===== src/hdl/assert_macros.svh =====
// assertion macros shared by the meter modules
`ifndef ASSERT_MACROS_SVH
`define ASSERT_MACROS_SVH

// same-cycle implication, disabled during reset
`define ASSERT_IMPLIES(label, clk, rst_n, ante, cons, msg) \
	label: assert property (@(posedge clk) disable iff (!rst_n) (ante) |-> (cons)) else $error(msg);

// next-cycle implication, disabled during reset
`define ASSERT_NEXT(label, clk, rst_n, ante, cons, msg) \
	label: assert property (@(posedge clk) disable iff (!rst_n) (ante) |=> (cons)) else $error(msg);

`endif


===== src/hdl/trwm_pkg.sv =====
// types, constants and command codes of the transfer rate window meter
package trwm_pkg;

	// history depth and derived widths
	localparam int HISTORY_DEPTH = 10;
	localparam int CNT_W         = $clog2(HISTORY_DEPTH + 1);
	localparam int IDX_W         = $clog2(HISTORY_DEPTH);

	// command codes
	localparam logic [2:0] CMD_ADD      = 3'd0;
	localparam logic [2:0] CMD_ROLLBACK = 3'd1;
	localparam logic [2:0] CMD_QUERY    = 3'd2;
	localparam logic [2:0] CMD_SUSPEND  = 3'd3;
	localparam logic [2:0] CMD_RESUME   = 3'd4;

	// timing constants
	localparam logic [31:0] MS_PER_SEC   = 32'd1000;
	localparam logic [31:0] WRAP_SPAN_MS = 32'd10000;

	// saturation limits of the running total
	localparam logic signed [47:0] TOTAL_MAX = {1'b0, {47{1'b1}}};
	localparam logic signed [47:0] TOTAL_MIN = {1'b1, {47{1'b0}}};

	// divider sizing: one quotient bit a cycle
	localparam int DIV_STEPS = 32;
	localparam int DCNT_W    = $clog2(DIV_STEPS);

	// input word
	typedef struct packed {
		logic [2:0]         command;
		logic [31:0]        now_ms;
		logic signed [47:0] amount;
	} req_word_t;

	// result word
	typedef struct packed {
		logic [31:0]        rate_bytes_per_sec;
		logic signed [47:0] total_bytes;
		logic [3:0]         sample_count;
	} rsp_word_t;

	// commands from controller to datapath
	typedef struct packed {
		logic cap_in;
		logic exec;
		logic prep;
		logic mul;
		logic div_init;
		logic div_step;
		logic load_out;
	} ctl_cmd_t;

	// status from datapath to controller
	typedef struct packed {
		logic is_query;
	} dp_sts_t;

endpackage


===== src/hdl/transfer_rate_window_meter.sv =====
// Transfer rate window meter: one result word per input word. Add, rollback, suspend and
// resume words go from the execute state straight to the result; a rate query goes
// through a span/gain stage and a scale-by-1000 stage, then the restoring divider that
// forms one quotient bit a cycle over 32 steps. One word is worked on at a time; the
// next input word is taken as soon as the previous result sits in the output register,
// even while that result is still stalled. There is no clearing pass after reset.
module transfer_rate_window_meter (
	input  logic                clk,
	input  logic                arst_n,
	input  logic                req_valid,
	output logic                req_stall,
	input  trwm_pkg::req_word_t req_word,
	output logic                rsp_valid,
	input  logic                rsp_stall,
	output trwm_pkg::rsp_word_t rsp_word
);
	import trwm_pkg::*;

	ctl_cmd_t ctl_cmd;
	dp_sts_t  dp_sts;

	// controller
	trwm_ctrl u_ctrl (
		.clk       (clk),
		.arst_n    (arst_n),
		.req_valid (req_valid),
		.req_stall (req_stall),
		.rsp_valid (rsp_valid),
		.rsp_stall (rsp_stall),
		.cmd       (ctl_cmd),
		.sts       (dp_sts)
	);

	// datapath
	trwm_dpath u_dpath (
		.clk      (clk),
		.arst_n   (arst_n),
		.cmd      (ctl_cmd),
		.sts      (dp_sts),
		.req_word (req_word),
		.rsp_word (rsp_word)
	);

endmodule


===== src/hdl/trwm_dpath.sv =====
// datapath of the meter: total, sample history, query arithmetic and divider
`include "assert_macros.svh"

module trwm_dpath (
	input  logic                clk,
	input  logic                arst_n,
	input  trwm_pkg::ctl_cmd_t  cmd,
	output trwm_pkg::dp_sts_t   sts,
	input  trwm_pkg::req_word_t req_word,
	output trwm_pkg::rsp_word_t rsp_word
);
	import trwm_pkg::*;

	// captured input word
	logic [2:0]         cmd_q;
	logic [31:0]        now_q;
	logic signed [47:0] amt_q;

	// meter state
	logic signed [47:0] total_q;
	logic [CNT_W-1:0]   count_q;
	logic [31:0]        stick_q;
	logic               susp_q;
	logic [31:0]        ofs_q;
	logic [31:0]        last_raw_q;
	logic [31:0]        tick_q [HISTORY_DEPTH];
	logic signed [47:0] stot_q [HISTORY_DEPTH];

	// query pipeline and divider
	logic [31:0]        span_q;
	logic [47:0]        gain_q;
	logic               skip_q;
	logic [57:0]        dvd_q;
	logic               sat_q;
	logic [31:0]        rem_q;
	logic [31:0]        quo_q;
	rsp_word_t          rsp_q;

	// saturating add and subtract of the total
	logic [48:0]        add_sum;
	logic [48:0]        sub_sum;
	logic signed [47:0] add_sat;
	logic signed [47:0] sub_sat;
	logic [31:0]        last_eff;
	logic [31:0]        since_last;
	logic               take;
	logic               full;

	assign add_sum = {total_q[47], total_q} + {amt_q[47], amt_q};
	assign sub_sum = {total_q[47], total_q} - {amt_q[47], amt_q};
	assign add_sat = (add_sum[48] != add_sum[47]) ? (add_sum[48] ? TOTAL_MIN : TOTAL_MAX)
	                                              : add_sum[47:0];
	assign sub_sat = (sub_sum[48] != sub_sum[47]) ? (sub_sum[48] ? TOTAL_MIN : TOTAL_MAX)
	                                              : sub_sum[47:0];

	// sample decision: empty history, clock wrap or a second gone by
	assign last_eff   = last_raw_q + ofs_q;
	assign since_last = now_q - last_eff;
	assign take       = (count_q == '0) || (last_eff > now_q) || (since_last >= MS_PER_SEC);
	assign full       = (count_q == CNT_W'(HISTORY_DEPTH));

	// query span and byte gain from the oldest sample
	logic [31:0] q_time;
	logic [31:0] tick0_eff;
	logic [31:0] span;
	logic [48:0] gain;

	assign q_time    = susp_q ? stick_q : now_q;
	assign tick0_eff = tick_q[0] + ofs_q;
	assign span      = (q_time < tick0_eff) ? WRAP_SPAN_MS : (q_time - tick0_eff);
	assign gain      = {total_q[47], total_q} - {stot_q[0][47], stot_q[0]};

	// gain times one thousand as shifts
	logic [57:0] gain_ext;
	logic [57:0] dvd;

	assign gain_ext = {10'd0, gain_q};
	assign dvd      = (gain_ext << 10) - (gain_ext << 4) - (gain_ext << 3);

	// one restoring division step
	logic [32:0] trial;
	logic [32:0] diff;

	assign trial = {rem_q, quo_q[31]};
	assign diff  = trial - {1'b0, span_q};

	// input capture
	always_ff @(posedge clk) begin
		if (cmd.cap_in) begin
			cmd_q <= req_word.command;
			now_q <= req_word.now_ms;
			amt_q <= req_word.amount;
		end
	end

	// control-like state: total, count, suspend and tick offset
	always_ff @(posedge clk or negedge arst_n) begin
		if (!arst_n) begin
			total_q <= '0;
			count_q <= '0;
			stick_q <= '0;
			susp_q  <= 1'b0;
			ofs_q   <= '0;
		end else if (cmd.exec) begin
			case (cmd_q)
				CMD_ADD: begin
					total_q <= add_sat;
					if (amt_q[47]) begin
						count_q <= '0;
					end else if (take && !full) begin
						count_q <= count_q + 1'b1;
					end
				end
				CMD_ROLLBACK: begin
					total_q <= sub_sat;
					count_q <= '0;
				end
				CMD_SUSPEND: begin
					if (!susp_q) begin
						susp_q  <= 1'b1;
						stick_q <= now_q;
					end
				end
				CMD_RESUME: begin
					// shifting every held tick is one shift of the common offset
					if (susp_q) begin
						susp_q <= 1'b0;
						ofs_q  <= ofs_q + (now_q - stick_q);
					end
				end
				default: begin
				end
			endcase
		end
	end

	// sample history, ticks stored relative to the offset
	always_ff @(posedge clk) begin
		if (cmd.exec && (cmd_q == CMD_ADD) && !amt_q[47] && take) begin
			last_raw_q <= now_q - ofs_q;
			if (full) begin
				for (int i = 0; i < HISTORY_DEPTH - 1; i++) begin
					tick_q[i] <= tick_q[i + 1];
					stot_q[i] <= stot_q[i + 1];
				end
				tick_q[HISTORY_DEPTH - 1] <= now_q - ofs_q;
				stot_q[HISTORY_DEPTH - 1] <= add_sat;
			end else begin
				tick_q[count_q[IDX_W-1:0]] <= now_q - ofs_q;
				stot_q[count_q[IDX_W-1:0]] <= add_sat;
			end
		end
	end

	// query preparation, scaling and division
	always_ff @(posedge clk) begin
		if (cmd.prep) begin
			span_q <= span;
			gain_q <= gain[47:0];
			skip_q <= (count_q == '0) || (span == '0) || gain[48] || (gain == '0);
		end
		if (cmd.mul) begin
			dvd_q <= dvd;
		end
		if (cmd.div_init) begin
			// a high part not below the divisor means the quotient needs over 32 bits
			sat_q <= ({6'd0, dvd_q[57:32]} >= span_q);
			rem_q <= {6'd0, dvd_q[57:32]};
			quo_q <= dvd_q[31:0];
		end else if (cmd.div_step) begin
			if (!diff[32]) begin
				rem_q <= diff[31:0];
				quo_q <= {quo_q[30:0], 1'b1};
			end else begin
				rem_q <= trial[31:0];
				quo_q <= {quo_q[30:0], 1'b0};
			end
		end
	end

	// result word register
	always_ff @(posedge clk) begin
		if (cmd.load_out) begin
			if (cmd_q != CMD_QUERY || skip_q) begin
				rsp_q.rate_bytes_per_sec <= '0;
			end else if (sat_q) begin
				rsp_q.rate_bytes_per_sec <= '1;
			end else begin
				rsp_q.rate_bytes_per_sec <= quo_q;
			end
			rsp_q.total_bytes  <= total_q;
			rsp_q.sample_count <= 4'(count_q);
		end
	end

	assign rsp_word     = rsp_q;
	assign sts.is_query = (cmd_q == CMD_QUERY);

	`ASSERT_NEXT(a_rollback_clears, clk, arst_n, cmd.exec && (cmd_q == CMD_ROLLBACK), count_q == '0, "rollback left samples in the history")
	`ASSERT_NEXT(a_neg_add_clears, clk, arst_n, cmd.exec && (cmd_q == CMD_ADD) && amt_q[47], count_q == '0, "negative add left samples in the history")
	`ASSERT_IMPLIES(a_count_bound, clk, arst_n, 1'b1, count_q <= CNT_W'(HISTORY_DEPTH), "sample count beyond history depth")

endmodule


===== src/hdl/trwm_ctrl.sv =====
// controller state machine of the meter: sequencing, divider count and result handshake
`include "assert_macros.svh"

module trwm_ctrl (
	input  logic               clk,
	input  logic               arst_n,
	input  logic               req_valid,
	output logic               req_stall,
	output logic               rsp_valid,
	input  logic               rsp_stall,
	output trwm_pkg::ctl_cmd_t cmd,
	input  trwm_pkg::dp_sts_t  sts
);
	import trwm_pkg::*;

	typedef enum logic [6:0] {
		S_IDLE  = 7'b0000001,
		S_EXEC  = 7'b0000010,
		S_PREP  = 7'b0000100,
		S_MUL   = 7'b0001000,
		S_DINIT = 7'b0010000,
		S_DSTEP = 7'b0100000,
		S_DONE  = 7'b1000000
	} state_t;

	state_t            state_q;
	state_t            state_d;
	logic [DCNT_W-1:0] dcnt_q;
	logic              rsp_valid_q;
	logic              accept;
	logic              out_free;

	assign accept   = req_valid && !req_stall;
	assign out_free = !rsp_valid_q || !rsp_stall;

	// next state
	always_comb begin
		state_d = state_q;
		case (state_q)
			S_IDLE:  if (accept) state_d = S_EXEC;
			S_EXEC:  state_d = sts.is_query ? S_PREP : S_DONE;
			S_PREP:  state_d = S_MUL;
			S_MUL:   state_d = S_DINIT;
			S_DINIT: state_d = S_DSTEP;
			S_DSTEP: if (dcnt_q == DCNT_W'(DIV_STEPS - 1)) state_d = S_DONE;
			S_DONE:  if (out_free) state_d = S_IDLE;
			default: state_d = S_IDLE;
		endcase
	end

	// state, divider step count and result valid
	always_ff @(posedge clk or negedge arst_n) begin
		if (!arst_n) begin
			state_q     <= S_IDLE;
			dcnt_q      <= '0;
			rsp_valid_q <= 1'b0;
		end else begin
			state_q <= state_d;
			if (state_q == S_DINIT) begin
				dcnt_q <= '0;
			end else if (state_q == S_DSTEP) begin
				dcnt_q <= dcnt_q + 1'b1;
			end
			if (state_q == S_DONE && out_free) begin
				rsp_valid_q <= 1'b1;
			end else if (!rsp_stall) begin
				rsp_valid_q <= 1'b0;
			end
		end
	end

	// datapath commands
	assign cmd.cap_in   = accept;
	assign cmd.exec     = (state_q == S_EXEC);
	assign cmd.prep     = (state_q == S_PREP);
	assign cmd.mul      = (state_q == S_MUL);
	assign cmd.div_init = (state_q == S_DINIT);
	assign cmd.div_step = (state_q == S_DSTEP);
	assign cmd.load_out = (state_q == S_DONE) && out_free;

	assign req_stall = (state_q != S_IDLE);
	assign rsp_valid = rsp_valid_q;

	`ASSERT_NEXT(a_accept_exec, clk, arst_n, accept, state_q == S_EXEC, "accepted word not executed next cycle")
	`ASSERT_NEXT(a_div_done, clk, arst_n, (state_q == S_DSTEP) && (dcnt_q == DCNT_W'(DIV_STEPS - 1)), state_q == S_DONE, "divider overran its step count")
	`ASSERT_NEXT(a_hold_result, clk, arst_n, (state_q == S_DONE) && rsp_valid_q && rsp_stall, (state_q == S_DONE) && rsp_valid_q, "waiting result word overwritten")

endmodule

===== config.mk =====
export PLATFORM = sky130hd
export DESIGN_NAME = transfer_rate_window_meter
export DESIGN_NICKNAME = d
export VERILOG_FILES = /design/src/hdl/trwm_pkg.sv /design/src/hdl/transfer_rate_window_meter.sv /design/src/hdl/trwm_dpath.sv /design/src/hdl/trwm_ctrl.sv
export VERILOG_INCLUDE_DIRS = /design/src /design/src/hdl
export SDC_FILE = /design/constraint.sdc
export NUM_CORES = 2
export LEC_CHECK = 0
export ABC_AREA = 1
export BUFFER_PORTS_ARGS = -buffer_cell sky130_fd_sc_hd__buf_2
export CORE_MARGIN = 2
export CORE_UTILIZATION = 45
export CTS_CLUSTER_DIAMETER = 80
export CTS_CLUSTER_SIZE = 25
export DETAILED_ROUTE_END_ITERATION = 12
export PLACE_DENSITY = 0.69
export SLEW_MARGIN = 20
export SYNTH_ARGS = -nofsm -noshare
export SYNTH_HDL_FRONTEND = slang
export SYNTH_SLANG_ARGS = --single-unit

===== constraint.sdc =====
create_clock -name clk -period 20.7 [get_ports clk]
set_input_delay 1.035 -clock clk [delete_from_list [all_inputs] [get_ports clk]]
set_output_delay 1.035 -clock clk [all_outputs]
set_load 0.05 [all_outputs]

==> tab_implementation.tex <==
\begin{tabular}{lr}
\hline
Metric & Value \\
\hline
\multicolumn{2}{l}{\textbf{Yosys}} \\
Number of instances in the synthesized netlist & 10.1k \\
Post-synthesis adder-cell area fraction & 8.82\% \\
Flip-flop and latch count after synthesis & 1,330 \\
Synth top area share & 43.1\% \\
Simple-gate share of the synthesized area & 24.8\% \\
Count of cell types in the netlist & 57 \\
Count of flip-flops with a built-in enable after synthesis & 1,194 \\
Portion of netlist area occupied by mux cells & 0\% \\
Seq/Total Area, Yosys & 47.2\% \\
Post-Syn Nets & 10.7k \\
Top cells by count, synth & sky130\_fd\_sc\_hd\_\_nand2\_1, sky130\_fd\_sc\_hd\_\_edfxtp\_1, sky130\_fd\_sc\_hd\_\_inv\_1 \\
Fraction of the mapped netlist area in compound gates & 8.46\% \\
Netlist area before placement & 83,200 um2 \\
Share of async-settable or async-resettable flops after synthesis & 9.77\% \\
Largest cells by area after synthesis & sky130\_fd\_sc\_hd\_\_edfxtp\_1, sky130\_fd\_sc\_hd\_\_nand2\_1, sky130\_fd\_sc\_hd\_\_ha\_1 \\
Yosys top cell by area & sky130\_fd\_sc\_hd\_\_edfxtp\_1 \\
Combinational family with the most area after synthesis & simple AND/OR/NAND/NOR gates \\
Most instantiated library cell after synthesis & sky130\_fd\_sc\_hd\_\_nand2\_1 \\
XOR/XNOR Fraction of Synth Area & 3.41\% \\
Average cell area after synthesis & 8.25 um2 \\
Warning count from the yosys run & 0 \\
Most used DFF post-synth & sky130\_fd\_sc\_hd\_\_edfxtp\_1 \\
\multicolumn{2}{l}{\textbf{GRT}} \\
Grt ovf & 0 \\
Number of antenna violations at the first check in global routing & 8 \\
GRT Resource Usage Total & 28.4\% \\
Vias in the first global route & 64.6k \\
Global-route wire length before repair & 406 mm \\
Pin count of the biggest net entering global routing & 167 \\
\multicolumn{2}{l}{\textbf{Detailed routing}} \\
First-pass iteration count of the detailed router & 9 \\
Total routed wire length on the met1 layer & 126 mm \\
Routed length on met3 & 21.1 mm \\
Number of DRC markers after the initial detailed-route iteration & 7,478 \\
Vias after detailed routing & 69.0k \\
Final wirelength & 270 mm \\
Antenna-violating nets left & 0 \\
Wire length per cell after detailed routing & 21.4 um \\
Highest routed metal layer & met5 \\
Post-DR vias/cell & 5.48 \\
Remaining routing DRC violations & 0 \\
Met2 wirelength from detailed routing & 116 mm \\
\multicolumn{2}{l}{\textbf{Layout}} \\
Share of cells above drive strength 1 & 4.96\% \\
Nets & 10.7k \\
Post-Layout Inst Area & 89,800 um2 \\
Area grow syn2layout & 7.97\% \\
\multicolumn{2}{l}{\textbf{Worst setup path}} \\
Crit path top cell by count & sky130\_fd\_sc\_hd\_\_nand2\_1 \\
Critical Path Source Type & register \\
Worst Path Required & 21.09 ns \\
Critical path class & register to register \\
Kind of capture point of the worst setup path & register \\
Critical path arrival & 9.55 ns \\
Delay of the slowest critical-path stage & 0.89 ns \\
Worst Path Max Fanout & 83 \\
Slowest cell on the critical path & sky130\_fd\_sc\_hd\_\_nand2\_1 \\
\multicolumn{2}{l}{\textbf{Placement}} \\
HPWL Detailed & 211 mm \\
Routability-driven placement congestion ratio & 0.999 \\
Post-place instance area & 86,400 um2 \\
Number of port buffers & 172 \\
\multicolumn{2}{l}{\textbf{Power and ir drop}} \\
Total power divided by cell area & 156 nW/um2 \\
Peak supply drop & 152 uV \\
Seq pwr share & 26.1\% \\
Combinational fraction of design power & 59.2\% \\
LEAKAGE & 0.0403 uW \\
Clock share of power & 14.8\% \\
Pint & 6230 uW \\
Switching share of total power & 55.5\% \\
Reported net switching power & 7760 uW \\
\multicolumn{2}{l}{\textbf{STA}} \\
Setup violation total in the final timing report & 0 \\
Final worst path period share & 44.3\% \\
Final setup skew & 0.0598 ns \\
Worst slew pin tran & 1.33 ns \\
Worst slew margin relative to its limit & 10.7\% \\
Hold violation count in the final report & 0 \\
Hold slack & 0.329 ns \\
Fin. max-slew vios & 0 \\
Unrepaired setup endpoints after global routing & false \\
Final-layout setup total negative slack & 0 ns \\
Period minus WS final & 9.16 ns \\
Maximum clock frequency & 109 MHz \\
\multicolumn{2}{l}{\textbf{Clocking}} \\
Clock latency on the worst-skew pair & 0.78 ns \\
Number of levels in the clock H-tree & 3 \\
Clock sinks & 1,330 \\
Maximum buffer depth of the clock tree & 3 \\
Num CTS Buffers & 90 \\
Post-CTS Repair Setup Buffers & 0 \\
CTS root buf & sky130\_fd\_sc\_hd\_\_clkbuf\_16 \\
Clk slew on worst S/H paths & 0.09 ns \\
Hold-fix buffers, CTS & 0 \\
Resized Gates After CTS & 0 \\
TritonCTS clock tree & built \\
\multicolumn{2}{l}{\textbf{Die}} \\
Width of the chip & 434 um \\
Die ar. & 188,000 um2 \\
DIE HEIGHT & 434 um \\
Top-Level Pins & 173 \\
Cell Rows & 157 \\
Starting density of the core & 45.4\% \\
Floorplan Core Area & 183,000 um2 \\
\multicolumn{2}{l}{\textbf{Outcome}} \\
Status & complete, no violations \\
\multicolumn{2}{l}{\textbf{Job}} \\
MaxCap Viol Count & 0 \\
\multicolumn{2}{l}{\textbf{Hold path}} \\
Class of the tightest hold or removal check & primary input to asynchronous set/reset pin \\
\hline
\end{tabular}
-- flip-flops by register name, summed over array words and instances (netlist names), 48 cells and up --
register / flops
u_dpath.amt_q: 48
u_dpath.total_q: 48
u_dpath.rsp_word: 84
u_dpath.stot_q: 480
u_dpath.dvd_q: 55
u_dpath.gain_q: 48
u_dpath.tick_q: 320
-- power by group through the flow --
| stage | Sequential (uW) | Clock (uW) | Combinational [uW] |
|---|---|---|---|
| finish | 3650 | 2070 | 8280 |
| global route | 3660 | 2190 | 8930 |
| CTS | 3650 | 2100 | 8090 |
| detailed placement | 3710 | 0 | 8050 |
| global placement | 3710 | 0 | 8020 |
| floorplan | 3550 | 0 | 4970 |
-- kinds of logic after synthesis --
logic type / count (synthesis)
DFF: 1330
and+or+nand+nor: 5078
AOI/OAI and AO/OA: 1280
adders and majority gates: 538
buffers and inverters: 1535
xor gates and xnor gates: 324
-- metrics by stage --
stage               std cells  setup slack (ns)  power [uW]  utilization (%)
finish                  12600             11.54       14000             49.0
floorplan               10100             11.50        8520                -
global route            12600             10.95       14800             49.0
detailed placement      12400             11.61       11800             47.2
CTS                     12600             11.58       13800             49.0
global placement        12400             11.71       11700             47.2
-- critical path: cells and delay by family (launching register included) --
kind                       cells  cell delay (ns)
adders and majority gates      2             0.79
buffers and inverters          3             1.46
DFF                            1             0.43
AOI/OAI and AO/OA             10             2.98
xor gates and xnor gates       1             0.19
and+or+nand+nor               10             2.85
-- per-layer routing --
layer / vias to the layer above / global-route usage, %
met5: - / 0
li1: 33200 / -
met4: 6 / 7.35
met3: 297 / 3.82
met1: 32900 / 43.0
met2: 2675 / 42.7
-- path summary, 6_finish.rpt --
kind | slack (ns) | from | to | depth (start not counted)
worst max-delay path | 11.54 | u_dpath.ofs_q[2] | u_dpath.stot_q[8][17] | 26
min in group clk | 0.44 | req_word[30] | u_dpath.amt_q[30] | 1
worst min register to register | 0.48 | u_dpath.rem_q[28] | u_dpath.rem_q[28] | 2
max in group asynchronous | 18.83 | arst_n | u_dpath.total_q[31] | 2
worst min-delay path | 0.33 | arst_n | u_dpath.stick_q[20] | 1
worst max register to register | 11.54 | u_dpath.ofs_q[2] | u_dpath.stot_q[8][17] | 26
-- layout make-up --
cell class,count,area (um2)
Inverter,1168,4400
Sequential cell,1330,39200
Timing Repair Buffer,240,1390
Clock inverter,71,1070
Tap cell,2464,3080
Clock buffer,94,2290
Fill cell,17600,93500
Multi-Input combinational cell,7220,38300
Antenna cell,2,5.00
-- cell usage in the layout (no fill, tap or decap), types with 8 or more instances in the layout --
| cell | Yosys | final |
|---|---|---|
| sky130_fd_sc_hd__a21boi_0 | 38 | 38 |
| sky130_fd_sc_hd__a21o_1 | 35 | 35 |
| sky130_fd_sc_hd__a21oi_1 | 551 | 549 |
| sky130_fd_sc_hd__a221oi_1 | 9 | 9 |
| sky130_fd_sc_hd__a31oi_1 | 62 | 62 |
| sky130_fd_sc_hd__buf_2 | 123 | 171 |
| sky130_fd_sc_hd__buf_4 | 35 | 66 |
| sky130_fd_sc_hd__bufinv_16 | 0 | 8 |
| sky130_fd_sc_hd__clkbuf_16 | 0 | 90 |
| sky130_fd_sc_hd__clkinv_4 | 0 | 8 |
| sky130_fd_sc_hd__clkinv_8 | 0 | 12 |
| sky130_fd_sc_hd__dfrtp_1 | 129 | 128 |
| sky130_fd_sc_hd__edfxtp_1 | 1194 | 1194 |
| sky130_fd_sc_hd__fa_1 | 81 | 81 |
| sky130_fd_sc_hd__ha_1 | 457 | 457 |
| sky130_fd_sc_hd__inv_1 | 1157 | 1155 |
| sky130_fd_sc_hd__inv_2 | 9 | 9 |
| sky130_fd_sc_hd__inv_8 | 0 | 9 |
| sky130_fd_sc_hd__nand2_1 | 3358 | 3335 |
| sky130_fd_sc_hd__nand2_2 | 4 | 9 |
| sky130_fd_sc_hd__nand2_4 | 0 | 17 |
| sky130_fd_sc_hd__nand3_1 | 864 | 864 |
| sky130_fd_sc_hd__nand3b_1 | 15 | 15 |
| sky130_fd_sc_hd__nand4_1 | 65 | 65 |
| sky130_fd_sc_hd__nor2_1 | 641 | 635 |
| sky130_fd_sc_hd__nor3_1 | 70 | 69 |
| sky130_fd_sc_hd__nor4_1 | 29 | 25 |
| sky130_fd_sc_hd__o211ai_1 | 10 | 10 |
| sky130_fd_sc_hd__o21a_1 | 37 | 37 |
| sky130_fd_sc_hd__o21ai_0 | 446 | 445 |
| sky130_fd_sc_hd__o21ai_1 | 18 | 9 |
| sky130_fd_sc_hd__o21ai_2 | 0 | 9 |
| sky130_fd_sc_hd__o21bai_1 | 39 | 39 |
| sky130_fd_sc_hd__o221ai_1 | 9 | 9 |
| sky130_fd_sc_hd__or2_2 | 12 | 12 |
| sky130_fd_sc_hd__xnor2_1 | 107 | 97 |
| sky130_fd_sc_hd__xnor2_2 | 0 | 10 |
| sky130_fd_sc_hd__xor2_1 | 217 | 207 |
| sky130_fd_sc_hd__xor2_2 | 0 | 10 |
Power figures use the tool's default switching activity.
